--- src/rtl/assert_macros.svh ---
// assertion macros used by the rasterizer top level
`ifndef ASSERT_MACROS_SVH
`define ASSERT_MACROS_SVH

// condition holds on every clock edge outside reset
`define ASSERT_ALWAYS(label, cond, msg) \
    label: assert property (@(posedge clk) disable iff (!rst_n) (cond)) \
        else $error(msg);

// antecedent holding implies consequent on the following edge
`define ASSERT_NEXT(label, ante, cons, msg) \
    label: assert property (@(posedge clk) disable iff (!rst_n) (ante) |=> (cons)) \
        else $error(msg);

// antecedent holding implies consequent on the same edge
`define ASSERT_SAME(label, ante, cons, msg) \
    label: assert property (@(posedge clk) disable iff (!rst_n) (ante) |-> (cons)) \
        else $error(msg);

`endif

--- src/rtl/dda_lr_pkg.sv ---
// package with types and constants for the dda line rasterizer
`default_nettype none

package dda_lr_pkg;

    localparam int COORD_W       = 6;
    localparam int COLOR_W       = 24;
    localparam int TILE_SIZE_DEF = 64;
    localparam int FRAC_BITS_DEF = 16;
    localparam int S_DATA_W      = 48;
    localparam int M_DATA_W      = 40;

    typedef enum logic [1:0] {
        ST_IDLE,
        ST_DIV,
        ST_EMIT
    } lr_state_t;

    // request to the slope divider
    typedef struct packed {
        logic               start;
        logic [COORD_W-1:0] mag;
        logic [COORD_W-1:0] den;
    } div_req_t;

endpackage

`default_nettype wire

--- src/rtl/dda_line_rasterizer_unit.sv ---
// top level of the dda line rasterizer
//
//  channel | dir | word contents
//  s_*     | in  | one line segment: endpoints and color
//  m_*     | out | one pixel write, tlast on the final pixel of a line
//
// a line gives n pixel writes, n = pixels drawn (1..63)
// the slope comes from one shift-subtract divider, one quotient bit per cycle
// an empty run (x_end = x_start, y_end <= y_start) is accepted from idle with no output
// rst_n clears the sequencer and the divider control; no segment is held
// a stall on m_tready holds the pixel and the stepping
`default_nettype none

module dda_line_rasterizer_unit
    import dda_lr_pkg::*;
#(
    parameter int TILE_SIZE = TILE_SIZE_DEF,
    parameter int FRAC_BITS = FRAC_BITS_DEF
)
(
    input  wire logic                clk,
    input  wire logic                rst_n,
    input  wire logic                s_tvalid,
    output logic                     s_tready,
    input  wire logic [S_DATA_W-1:0] s_tdata,   // x_start, y_start, x_end, y_end, color
    output logic                     m_tvalid,
    input  wire logic                m_tready,
    output logic [M_DATA_W-1:0]      m_tdata,   // pixel_x, pixel_y, pixel_color, zero pad
    output logic                     m_tlast
);

    `include "assert_macros.svh"

    localparam int QW    = COORD_W + FRAC_BITS;
    localparam int SW    = QW + 1;
    localparam int ACC_W = FRAC_BITS + 9;
    localparam int INT_W = ACC_W - 1 - FRAC_BITS;
    localparam logic [COORD_W-1:0] TILE_MAX = COORD_W'(TILE_SIZE - 1);

    lr_state_t state_reg, state_next;

    logic [COORD_W-1:0] xs, ys, xe, ye;
    logic [COLOR_W-1:0] col_in;
    logic signed [COORD_W:0] dx, dy, num, den_s;
    logic [COORD_W:0]   num_abs;
    logic               case_left, case_right, step_x, empty_run, accept, emit;

    logic [COORD_W-1:0] pos_reg, pos_next;
    logic [COORD_W-1:0] end_reg, end_next;
    logic               down_reg, down_next;
    logic               stepx_reg, stepx_next;
    logic               neg_reg, neg_next;
    logic [COLOR_W-1:0] col_reg, col_next;
    logic [ACC_W-1:0]   acc_reg, acc_next;
    logic [SW-1:0]      slope_reg, slope_next;

    div_req_t           div_req;
    logic               div_done;
    logic [QW-1:0]      div_quot;

    logic               last_pix;
    logic [COORD_W-1:0] pos_pix, acc_pix;
    logic [INT_W-1:0]   acc_int;

    assign xs     = s_tdata[5:0];
    assign ys     = s_tdata[11:6];
    assign xe     = s_tdata[17:12];
    assign ye     = s_tdata[23:18];
    assign col_in = s_tdata[47:24];

    assign dx = $signed({1'b0, xe}) - $signed({1'b0, xs});
    assign dy = $signed({1'b0, ye}) - $signed({1'b0, ys});

    assign case_left  = dx[COORD_W] && ((-dx) > dy);
    assign case_right = !dx[COORD_W] && (dx > dy);
    assign step_x     = case_left || case_right;
    assign num        = step_x ? dy : dx;
    assign den_s      = step_x ? (dx[COORD_W] ? -dx : dx) : dy;
    assign num_abs    = num[COORD_W] ? (COORD_W+1)'(0) - num : num;
    assign empty_run  = (xs == xe) && (ye <= ys);

    // next state
    always_comb
    begin
        state_next = state_reg;
        unique case (state_reg)
            ST_IDLE:
            begin
                if (s_tvalid && !empty_run)
                    state_next = ST_DIV;
            end
            ST_DIV:
            begin
                if (div_done)
                    state_next = ST_EMIT;
            end
            ST_EMIT:
            begin
                if (m_tready && last_pix)
                    state_next = ST_IDLE;
            end
            default: state_next = ST_IDLE;
        endcase
    end

    // outputs of the sequencer
    always_comb
    begin
        s_tready      = 1'b0;
        m_tvalid      = 1'b0;
        div_req.start = 1'b0;
        div_req.mag   = num_abs[COORD_W-1:0];
        div_req.den   = den_s[COORD_W-1:0];
        unique case (state_reg)
            ST_IDLE:
            begin
                s_tready      = 1'b1;
                div_req.start = s_tvalid && !empty_run;
            end
            ST_DIV:  ;
            ST_EMIT: m_tvalid = 1'b1;
            default: ;
        endcase
    end

    assign accept = s_tvalid && s_tready;
    assign emit   = m_tvalid && m_tready;

    assign last_pix = down_reg ? ({1'b0, pos_reg} - 7'd1 == {1'b0, end_reg})
                               : ({1'b0, pos_reg} + 7'd1 == {1'b0, end_reg});

    always_comb
    begin
        pos_next   = pos_reg;
        end_next   = end_reg;
        down_next  = down_reg;
        stepx_next = stepx_reg;
        neg_next   = neg_reg;
        col_next   = col_reg;
        acc_next   = acc_reg;
        slope_next = slope_reg;
        if (accept)
        begin
            pos_next   = step_x ? xs : ys;
            end_next   = step_x ? xe : ye;
            down_next  = case_left;
            stepx_next = step_x;
            neg_next   = num[COORD_W];
            col_next   = col_in;
            acc_next   = {3'b000, (step_x ? ys : xs), {FRAC_BITS{1'b0}}};
        end
        if (div_done)
            slope_next = neg_reg ? SW'(0) - {1'b0, div_quot} : {1'b0, div_quot};
        if (emit)
        begin
            pos_next = down_reg ? pos_reg - COORD_W'(1) : pos_reg + COORD_W'(1);
            acc_next = acc_reg + {{(ACC_W-SW){slope_reg[SW-1]}}, slope_reg};
        end
    end

    always_ff @(posedge clk or negedge rst_n)
    begin
        if (!rst_n)
            state_reg <= ST_IDLE;
        else
            state_reg <= state_next;
    end

    always_ff @(posedge clk)
    begin
        pos_reg   <= pos_next;
        end_reg   <= end_next;
        down_reg  <= down_next;
        stepx_reg <= stepx_next;
        neg_reg   <= neg_next;
        col_reg   <= col_next;
        acc_reg   <= acc_next;
        slope_reg <= slope_next;
    end

    dda_lr_div #(
        .FRAC_BITS (FRAC_BITS)
    ) u_div (
        .clk   (clk),
        .rst_n (rst_n),
        .req   (div_req),
        .done  (div_done),
        .quot  (div_quot)
    );

    // clamp both coordinates to the tile
    assign acc_int = acc_reg[ACC_W-2:FRAC_BITS];
    assign pos_pix = (pos_reg > TILE_MAX) ? TILE_MAX : pos_reg;
    assign acc_pix = acc_reg[ACC_W-1]                          ? '0 :
                     (acc_int > {{(INT_W-COORD_W){1'b0}}, TILE_MAX}) ? TILE_MAX :
                     acc_int[COORD_W-1:0];

    assign m_tdata = {4'b0000, col_reg,
                      (stepx_reg ? acc_pix : pos_pix),
                      (stepx_reg ? pos_pix : acc_pix)};
    assign m_tlast = last_pix;

    `ASSERT_ALWAYS(a_one_side, !(s_tready && m_tvalid), "input and output open together")
    `ASSERT_SAME(a_done_in_div, div_done, state_reg == ST_DIV, "divider done outside division")
    `ASSERT_NEXT(a_last_ends, emit && m_tlast, s_tready, "line did not end after last pixel")
    `ASSERT_NEXT(a_run_goes_on, emit && !m_tlast, m_tvalid, "line stopped before last pixel")

endmodule

`default_nettype wire

--- src/rtl/dda_lr_div.sv ---
// iterative restoring divider for the slope magnitude
`default_nettype none

module dda_lr_div
    import dda_lr_pkg::*;
#(
    parameter int FRAC_BITS = FRAC_BITS_DEF
)
(
    input  wire logic                         clk,
    input  wire logic                         rst_n,
    input  wire div_req_t                     req,
    output logic                              done,
    output logic [COORD_W+FRAC_BITS-1:0]      quot
);

    localparam int QW    = COORD_W + FRAC_BITS;
    localparam int CNT_W = $clog2(QW + 1);

    logic             busy_reg, busy_next;
    logic             done_reg, done_next;
    logic [CNT_W-1:0] cnt_reg, cnt_next;
    logic [COORD_W-1:0] rem_reg, rem_next;
    logic [COORD_W-1:0] den_reg, den_next;
    logic [QW-1:0]      dvd_reg, dvd_next;
    logic [COORD_W:0]   trial;
    logic               fits;

    assign trial = {rem_reg, dvd_reg[QW-1]};
    assign fits  = (trial >= {1'b0, den_reg});

    always_comb
    begin
        busy_next = busy_reg;
        done_next = 1'b0;
        cnt_next  = cnt_reg;
        rem_next  = rem_reg;
        den_next  = den_reg;
        dvd_next  = dvd_reg;
        if (req.start)
        begin
            busy_next = 1'b1;
            cnt_next  = CNT_W'(QW);
            rem_next  = '0;
            den_next  = req.den;
            dvd_next  = {req.mag, {FRAC_BITS{1'b0}}};
        end
        else if (busy_reg)
        begin
            rem_next = fits ? COORD_W'(trial - {1'b0, den_reg}) : trial[COORD_W-1:0];
            dvd_next = {dvd_reg[QW-2:0], fits};
            cnt_next = cnt_reg - CNT_W'(1);
            if (cnt_reg == CNT_W'(1))
            begin
                busy_next = 1'b0;
                done_next = 1'b1;
            end
        end
    end

    always_ff @(posedge clk or negedge rst_n)
    begin
        if (!rst_n)
        begin
            busy_reg <= 1'b0;
            done_reg <= 1'b0;
            cnt_reg  <= '0;
        end
        else
        begin
            busy_reg <= busy_next;
            done_reg <= done_next;
            cnt_reg  <= cnt_next;
        end
    end

    always_ff @(posedge clk)
    begin
        rem_reg <= rem_next;
        den_reg <= den_next;
        dvd_reg <= dvd_next;
    end

    assign done = done_reg;
    assign quot = dvd_reg;

endmodule

`default_nettype wire
--- config.mk ---
export PLATFORM = sky130hd
export DESIGN_NAME = dda_line_rasterizer_unit
export DESIGN_NICKNAME = d
export VERILOG_FILES = /design/src/rtl/dda_lr_pkg.sv /design/src/rtl/dda_line_rasterizer_unit.sv /design/src/rtl/dda_lr_div.sv
export VERILOG_INCLUDE_DIRS = /design/src /design/src/rtl
export SDC_FILE = /design/constraint.sdc
export NUM_CORES = 1
export LEC_CHECK = 0
export ABC_AREA = 0
export BUFFER_PORTS_ARGS = -buffer_cell sky130_fd_sc_hd__buf_2
export CORE_MARGIN = 1
export CORE_UTILIZATION = 35
export DETAILED_ROUTE_END_ITERATION = 7
export SLEW_MARGIN = 20
export SYNTH_ARGS = -nofsm -noshare
export SYNTH_HDL_FRONTEND = slang
export SYNTH_HIERARCHICAL = 1
export SYNTH_SLANG_ARGS = --single-unit
--- constraint.sdc ---
create_clock -name clk -period 2.29 [get_ports clk]
set_input_delay 0.458 -clock clk [delete_from_list [all_inputs] [get_ports clk]]
set_output_delay 0.458 -clock clk [all_outputs]
set_load 0.02 [all_outputs]
After elaboration in Yosys (flattened, before gate mapping):

Cells that the tools add are included.

* register bits after elaboration: 130
* input bits: 52
* output and inout bits: 43
* logic and storage cells: 95

* add/sub/neg operators: 12
* order comparisons: 6
* equality and inequality tests: 9
* multiplexer cells: 37
* reductions and logical operators: 14

Operators by type and width (number)
* 6-bit 2-to-1 mux: 15
* 22-bit 2-to-1 mux: 3
* 25-bit 2-to-1 mux: 2
* 25-bit adder: 1
* 1-bit by 22-bit subtractor with 23-bit output (first input constant): 1
* 7-bit by 6-bit equality test with 1-bit output: 2
* 7-bit > comparator: 2
* 6-bit by 6-bit subtractor with 7-bit output: 2
* 1-bit 2-to-1 mux: 10
* 5-bit 2-to-1 mux: 2
* 8-bit by 6-bit > comparator with 1-bit output (second input constant): 1
* 6-bit by 1-bit adder with 7-bit output (second input constant): 1
* 7-bit by 6-bit greater-or-equal comparator with 1-bit output: 1
* 1-bit logical AND: 7
* 7-bit 2-to-1 mux: 1
* 7-bit negator: 1
* 6-bit by 1-bit subtractor with 7-bit output (second input constant): 1
* 6-bit by 1-bit adder with 6-bit output (second input constant): 1
* 6-bit equality test: 1
* 6-bit > comparator (second input constant): 1
* 6-bit less-or-equal comparator: 1
* 2-bit 2-to-1 mux: 3
* 2-bit case mux with 3 select lines: 1
* 1-bit by 6-bit subtractor with 6-bit output (first input constant): 1
* other kinds (13): 16

Depth between registers and ports, before layout:

* depth in word-level cells: 9
* mapped depth: 25
* mapped depth without buffers: 23

Hierarchy:

The synthesis kept the hierarchy.

Modules (own cells, without submodules)
* dda_line_rasterizer_unit: times used 1, cells each 647, area each 6612.6 µm², seq. area each 2662.6 µm²
* dda_lr_div: times used 1, cells each 174, area each 1893.1 µm², seq. area each 975.9 µm²

Worst setup path after synthesis:

No wires, ideal clock.

* path type: input -> register
* from: in s_tdata[12]
* to: reg u_div.dvd_reg[20] (netlist: u_div/quot[20]) (data pin)
* library setup time: 256 ps
* data arrival time: 5038 ps
* required time: 2034 ps
* setup slack: -3004 ps
* stages: 24
* path buffers: 2
* cells stage by stage: inv_1 > ha_1 > inv_1 > fa_1 > a21o_1 > a21oi_1 > xnor2_1 > a2111oi_0 > xnor2_1 > ha_1 > a2111o_1 > o21ai_1 > nor2_1 > a21oi_1 > buf_2 > buf_2 > mux2i_1 > inv_1 > ha_1 > o211ai_1 > a211o_1 > o311a_1 > xnor2_1 > a22o_1

RTL lines
* start: declaration: RTL line dda_line_rasterizer_unit.sv:25 `input wire logic [S_DATA_W-1:0] s_tdata,`
* end signal: assignment: RTL line dda_lr_div.sv:81 `dvd_reg <= dvd_next;`
* end: declaration: RTL line dda_lr_div.sv:25 `logic [QW-1:0] dvd_reg, dvd_next;`

==> metrics.cfg <==
[placement]
pre_cts_slack_ps = -2640
io_buffers = 90
place_inst = 1363
dp_hpwl_um = 15900
place_area_mm2 = 0.0107
gp_congestion = 0.924

[synth]
synth_area_mm2 = 0.00851
async_flop_share_pct = 6.92
ys_seq_elements = 130
synth_area_leaders = edfxtp_1, ha_1, mux2i_1
ys_seq_area_share_pct = 42.8
synth-main-ff-cell = edfxtp_1
syn_avg_cell_area_um2 = 10.4
ys_warn_count = 6
yosysTopAreaCell = edfxtp_1
synth.distinct_cells = 77
synth-edff-count = 99
synth_top_area_share_pct = 35.0
netlist_instances = 821

[cells_and_area]
register_area_mm2 = 0.00364
finish.utilization_pct = 52.0
antennaDiodeCount = 0
drive_gt1_share_pct = 40.9
mostFrequentLayoutCells = buf_4, edfxtp_1, buf_2
design_area_mm2 = 0.0123
multi_input_area_mm2 = 0.00532
instances_no_fill = 1422
largest_reg_flops = 25
final_net_count = 1213
final_common_cell = buf_4
syn2layout_area_growth_pct = 44.9
num-fill-cells = 2076

[route]
firstDrtPassIters = 5
routed_via_density = 4.92
wire_per_inst_um = 15.2
finalWirelength_um = 21600
drt.antenna.violating_nets = 0
drc_errors = 0
vias = 6995
drt_iter0_drc = 341

[critical_path]
crit_type = input port to flip-flop
critPathCaptureType = flip-flop
cp.arrival_ps = 4490
cp-start-kind = input port
crit_required_ps = 2460
cp_max_fo = 3
rrSetupSlack_ps = -280

[timing]
setup_viol = 55
fmax_mhz = 232
tightest_slew_ps = 997
report.final.slew_viol_count = 0
grt_setup_unrepaired = yes
setup_tns_ps = -53330
setup_ws_ps = -2020
period_share_pct = 188
hold_slack_ps = 203
slew_headroom_pct = 33.5
hold_viol = 0
finClkSkew_ps = 10.2
min_period_ps = 4310

[die]
die_x_um = 158
fp-row-count = 56
initial_core_util_pct = 35.9
ioPinCount = 95
die_h_um = 158
die_area_mm2 = 0.0249
core-area_mm2 = 0.0237

[global_route]
grt_use_total_pct = 17.4
grt_max_degree = 34
grt_pass1_wl_um = 33800
grt_pass1_vias = 6801
grt_overflow_total = 0
antenna_found_initial = 0

[power]
p_leak_nw = 5.28
p_total_mw = 12.6
powerDensity_mw_per_mm2 = 1020
seq_power_share_pct = 29.6
power.switching_mw = 4.35
clkPwrFrac_pct = 25.3
ir_worst_vdd_v = 0.000415
intPower_mw = 8.28
switching_share_pct = 34.4
pwr-share-comb_pct = 45.0

[hold_path]
hold_class = input port to flip-flop

[clock_network]
cts-buffers-inserted = 17
htreeDepth = 4
clk_latency_ps = 420
cts_root_buf = clkbuf_16
cts_max_path_buffers = 2
clock-sinks = 130
cts_tree = done
path_clk_slew_ps = 60

[flow_run]
drv_cap = 0

[run_status]
violations = setup timing
status = complete, but fails checks

==> power by group through the flow <==
stage | Combinational, mW | Clock [mW] | Sequential [mW]
floorplan | 3.30 | 0 | 3.70
global placement | 4.85 | 0 | 3.73
detailed placement | 4.90 | 0 | 3.74
CTS | 5.36 | 3.24 | 3.73
global route | 6.24 | 3.33 | 3.82
finish | 5.69 | 3.20 | 3.74
==> critical path: stages <==
cell,delay [ps]
buf_12,110
inv_16,50
ha_4,180
nor2b_4,120
o21a_1,190
o21a_1,200
or4b_4,530
nand3_4,110
nor3_2,50
xnor2_1,120
ha_1,320
inv_2,50
a2111o_1,290
o21ai_2,170
nor2_2,70
a21oi_4,160
mux2i_2,330
ha_4,190
o211ai_1,90
a211o_1,240
o311a_1,120
xnor2_1,130
a22o_1,200
==> cell usage after synthesis (3+ instances only) <==
cell / count
and2_1: 4
buf_1: 4
a22o_1: 5
nor2b_1: 12
dfxtp_1: 22
nor4_1: 4
or3_1: 6
or2_1: 3
fa_1: 5
nand4_1: 3
a311oi_1: 4
edfxtp_1: 99
nand2b_1: 11
and3_1: 5
xor2_1: 15
o31a_1: 4
o41ai_1: 4
a211oi_1: 8
nor2_1: 73
or2_2: 7
buf_4: 5
o21ai_0: 28
o21bai_1: 3
a211o_1: 3
a21o_1: 15
nor3b_1: 7
nand2_1: 49
mux2_2: 13
o211ai_1: 5
ha_1: 66
o21ai_1: 6
mux2i_1: 45
dfrtp_1: 9
a21oi_1: 42
o21a_1: 9
nand3_1: 12
o31ai_1: 11
inv_1: 54
clkbuf_1: 19
nor3_1: 22
xnor2_1: 51
==> area by class of cell <==
class / instances / share of cell area, %
tap: 319 / 3.24
inverter: 54 / 1.90
clock inverter: 14 / 2.10
timing repair buffer: 277 / 16.6
clock buffer: 18 / 3.48
multi-input combinational: 610 / 43.1
sequential: 130 / 29.5
==> repair_timing <==
| action | 4_1_cts | 5_1_grt |
|---|---|---|
| cloned | 1 | 0 |
| hold endpoints to repair | 9 | 0 |
| hold buffers | 1 | 0 |
| pin swaps | 49 | 44 |
| resized for setup | 101 | 61 |
| setup endpoints to repair | 96 | 96 |
| buffers inserted | 16 | 15 |
==> layer usage <==
metal | track usage [%] | part of all wire (%)
met5 | 0 | 0
met4 | 5.92 | 1.9
met3 | 2.93 | 2.5
met2 | 28.5 | 48
met1 | 23.2 | 48
==> cell families after synthesis <==
| logic type | share of synthesized area [%] |
|---|---|
| muxes | 7.02 |
| adders and majority gates | 10.9 |
| DFF | 42.8 |
| and+or+nand+nor | 13.8 |
| AOI/OAI and AO/OA | 14.5 |
| buffers and inverters | 3.96 |
| xor gates and xnor gates | 7.06 |
| other | 0.0441 |
==> final timing paths <==
path                       depth (start not counted)               end              from
max                                               23    u_div/quot[20]        s_tdata[1]
min reg2reg                                        2  u_div/rem_reg[4]  u_div/rem_reg[4]
min in group asynchronous                          2  u_div/cnt_reg[0]             rst_n
max in group asynchronous                          2      state_reg[1]             rst_n
max reg2reg                                       11       acc_reg[18]      slope_reg[0]
min                                                1       col_reg[18]       s_tdata[42]
No activity file was read; power rests on OpenSTA's default activity.
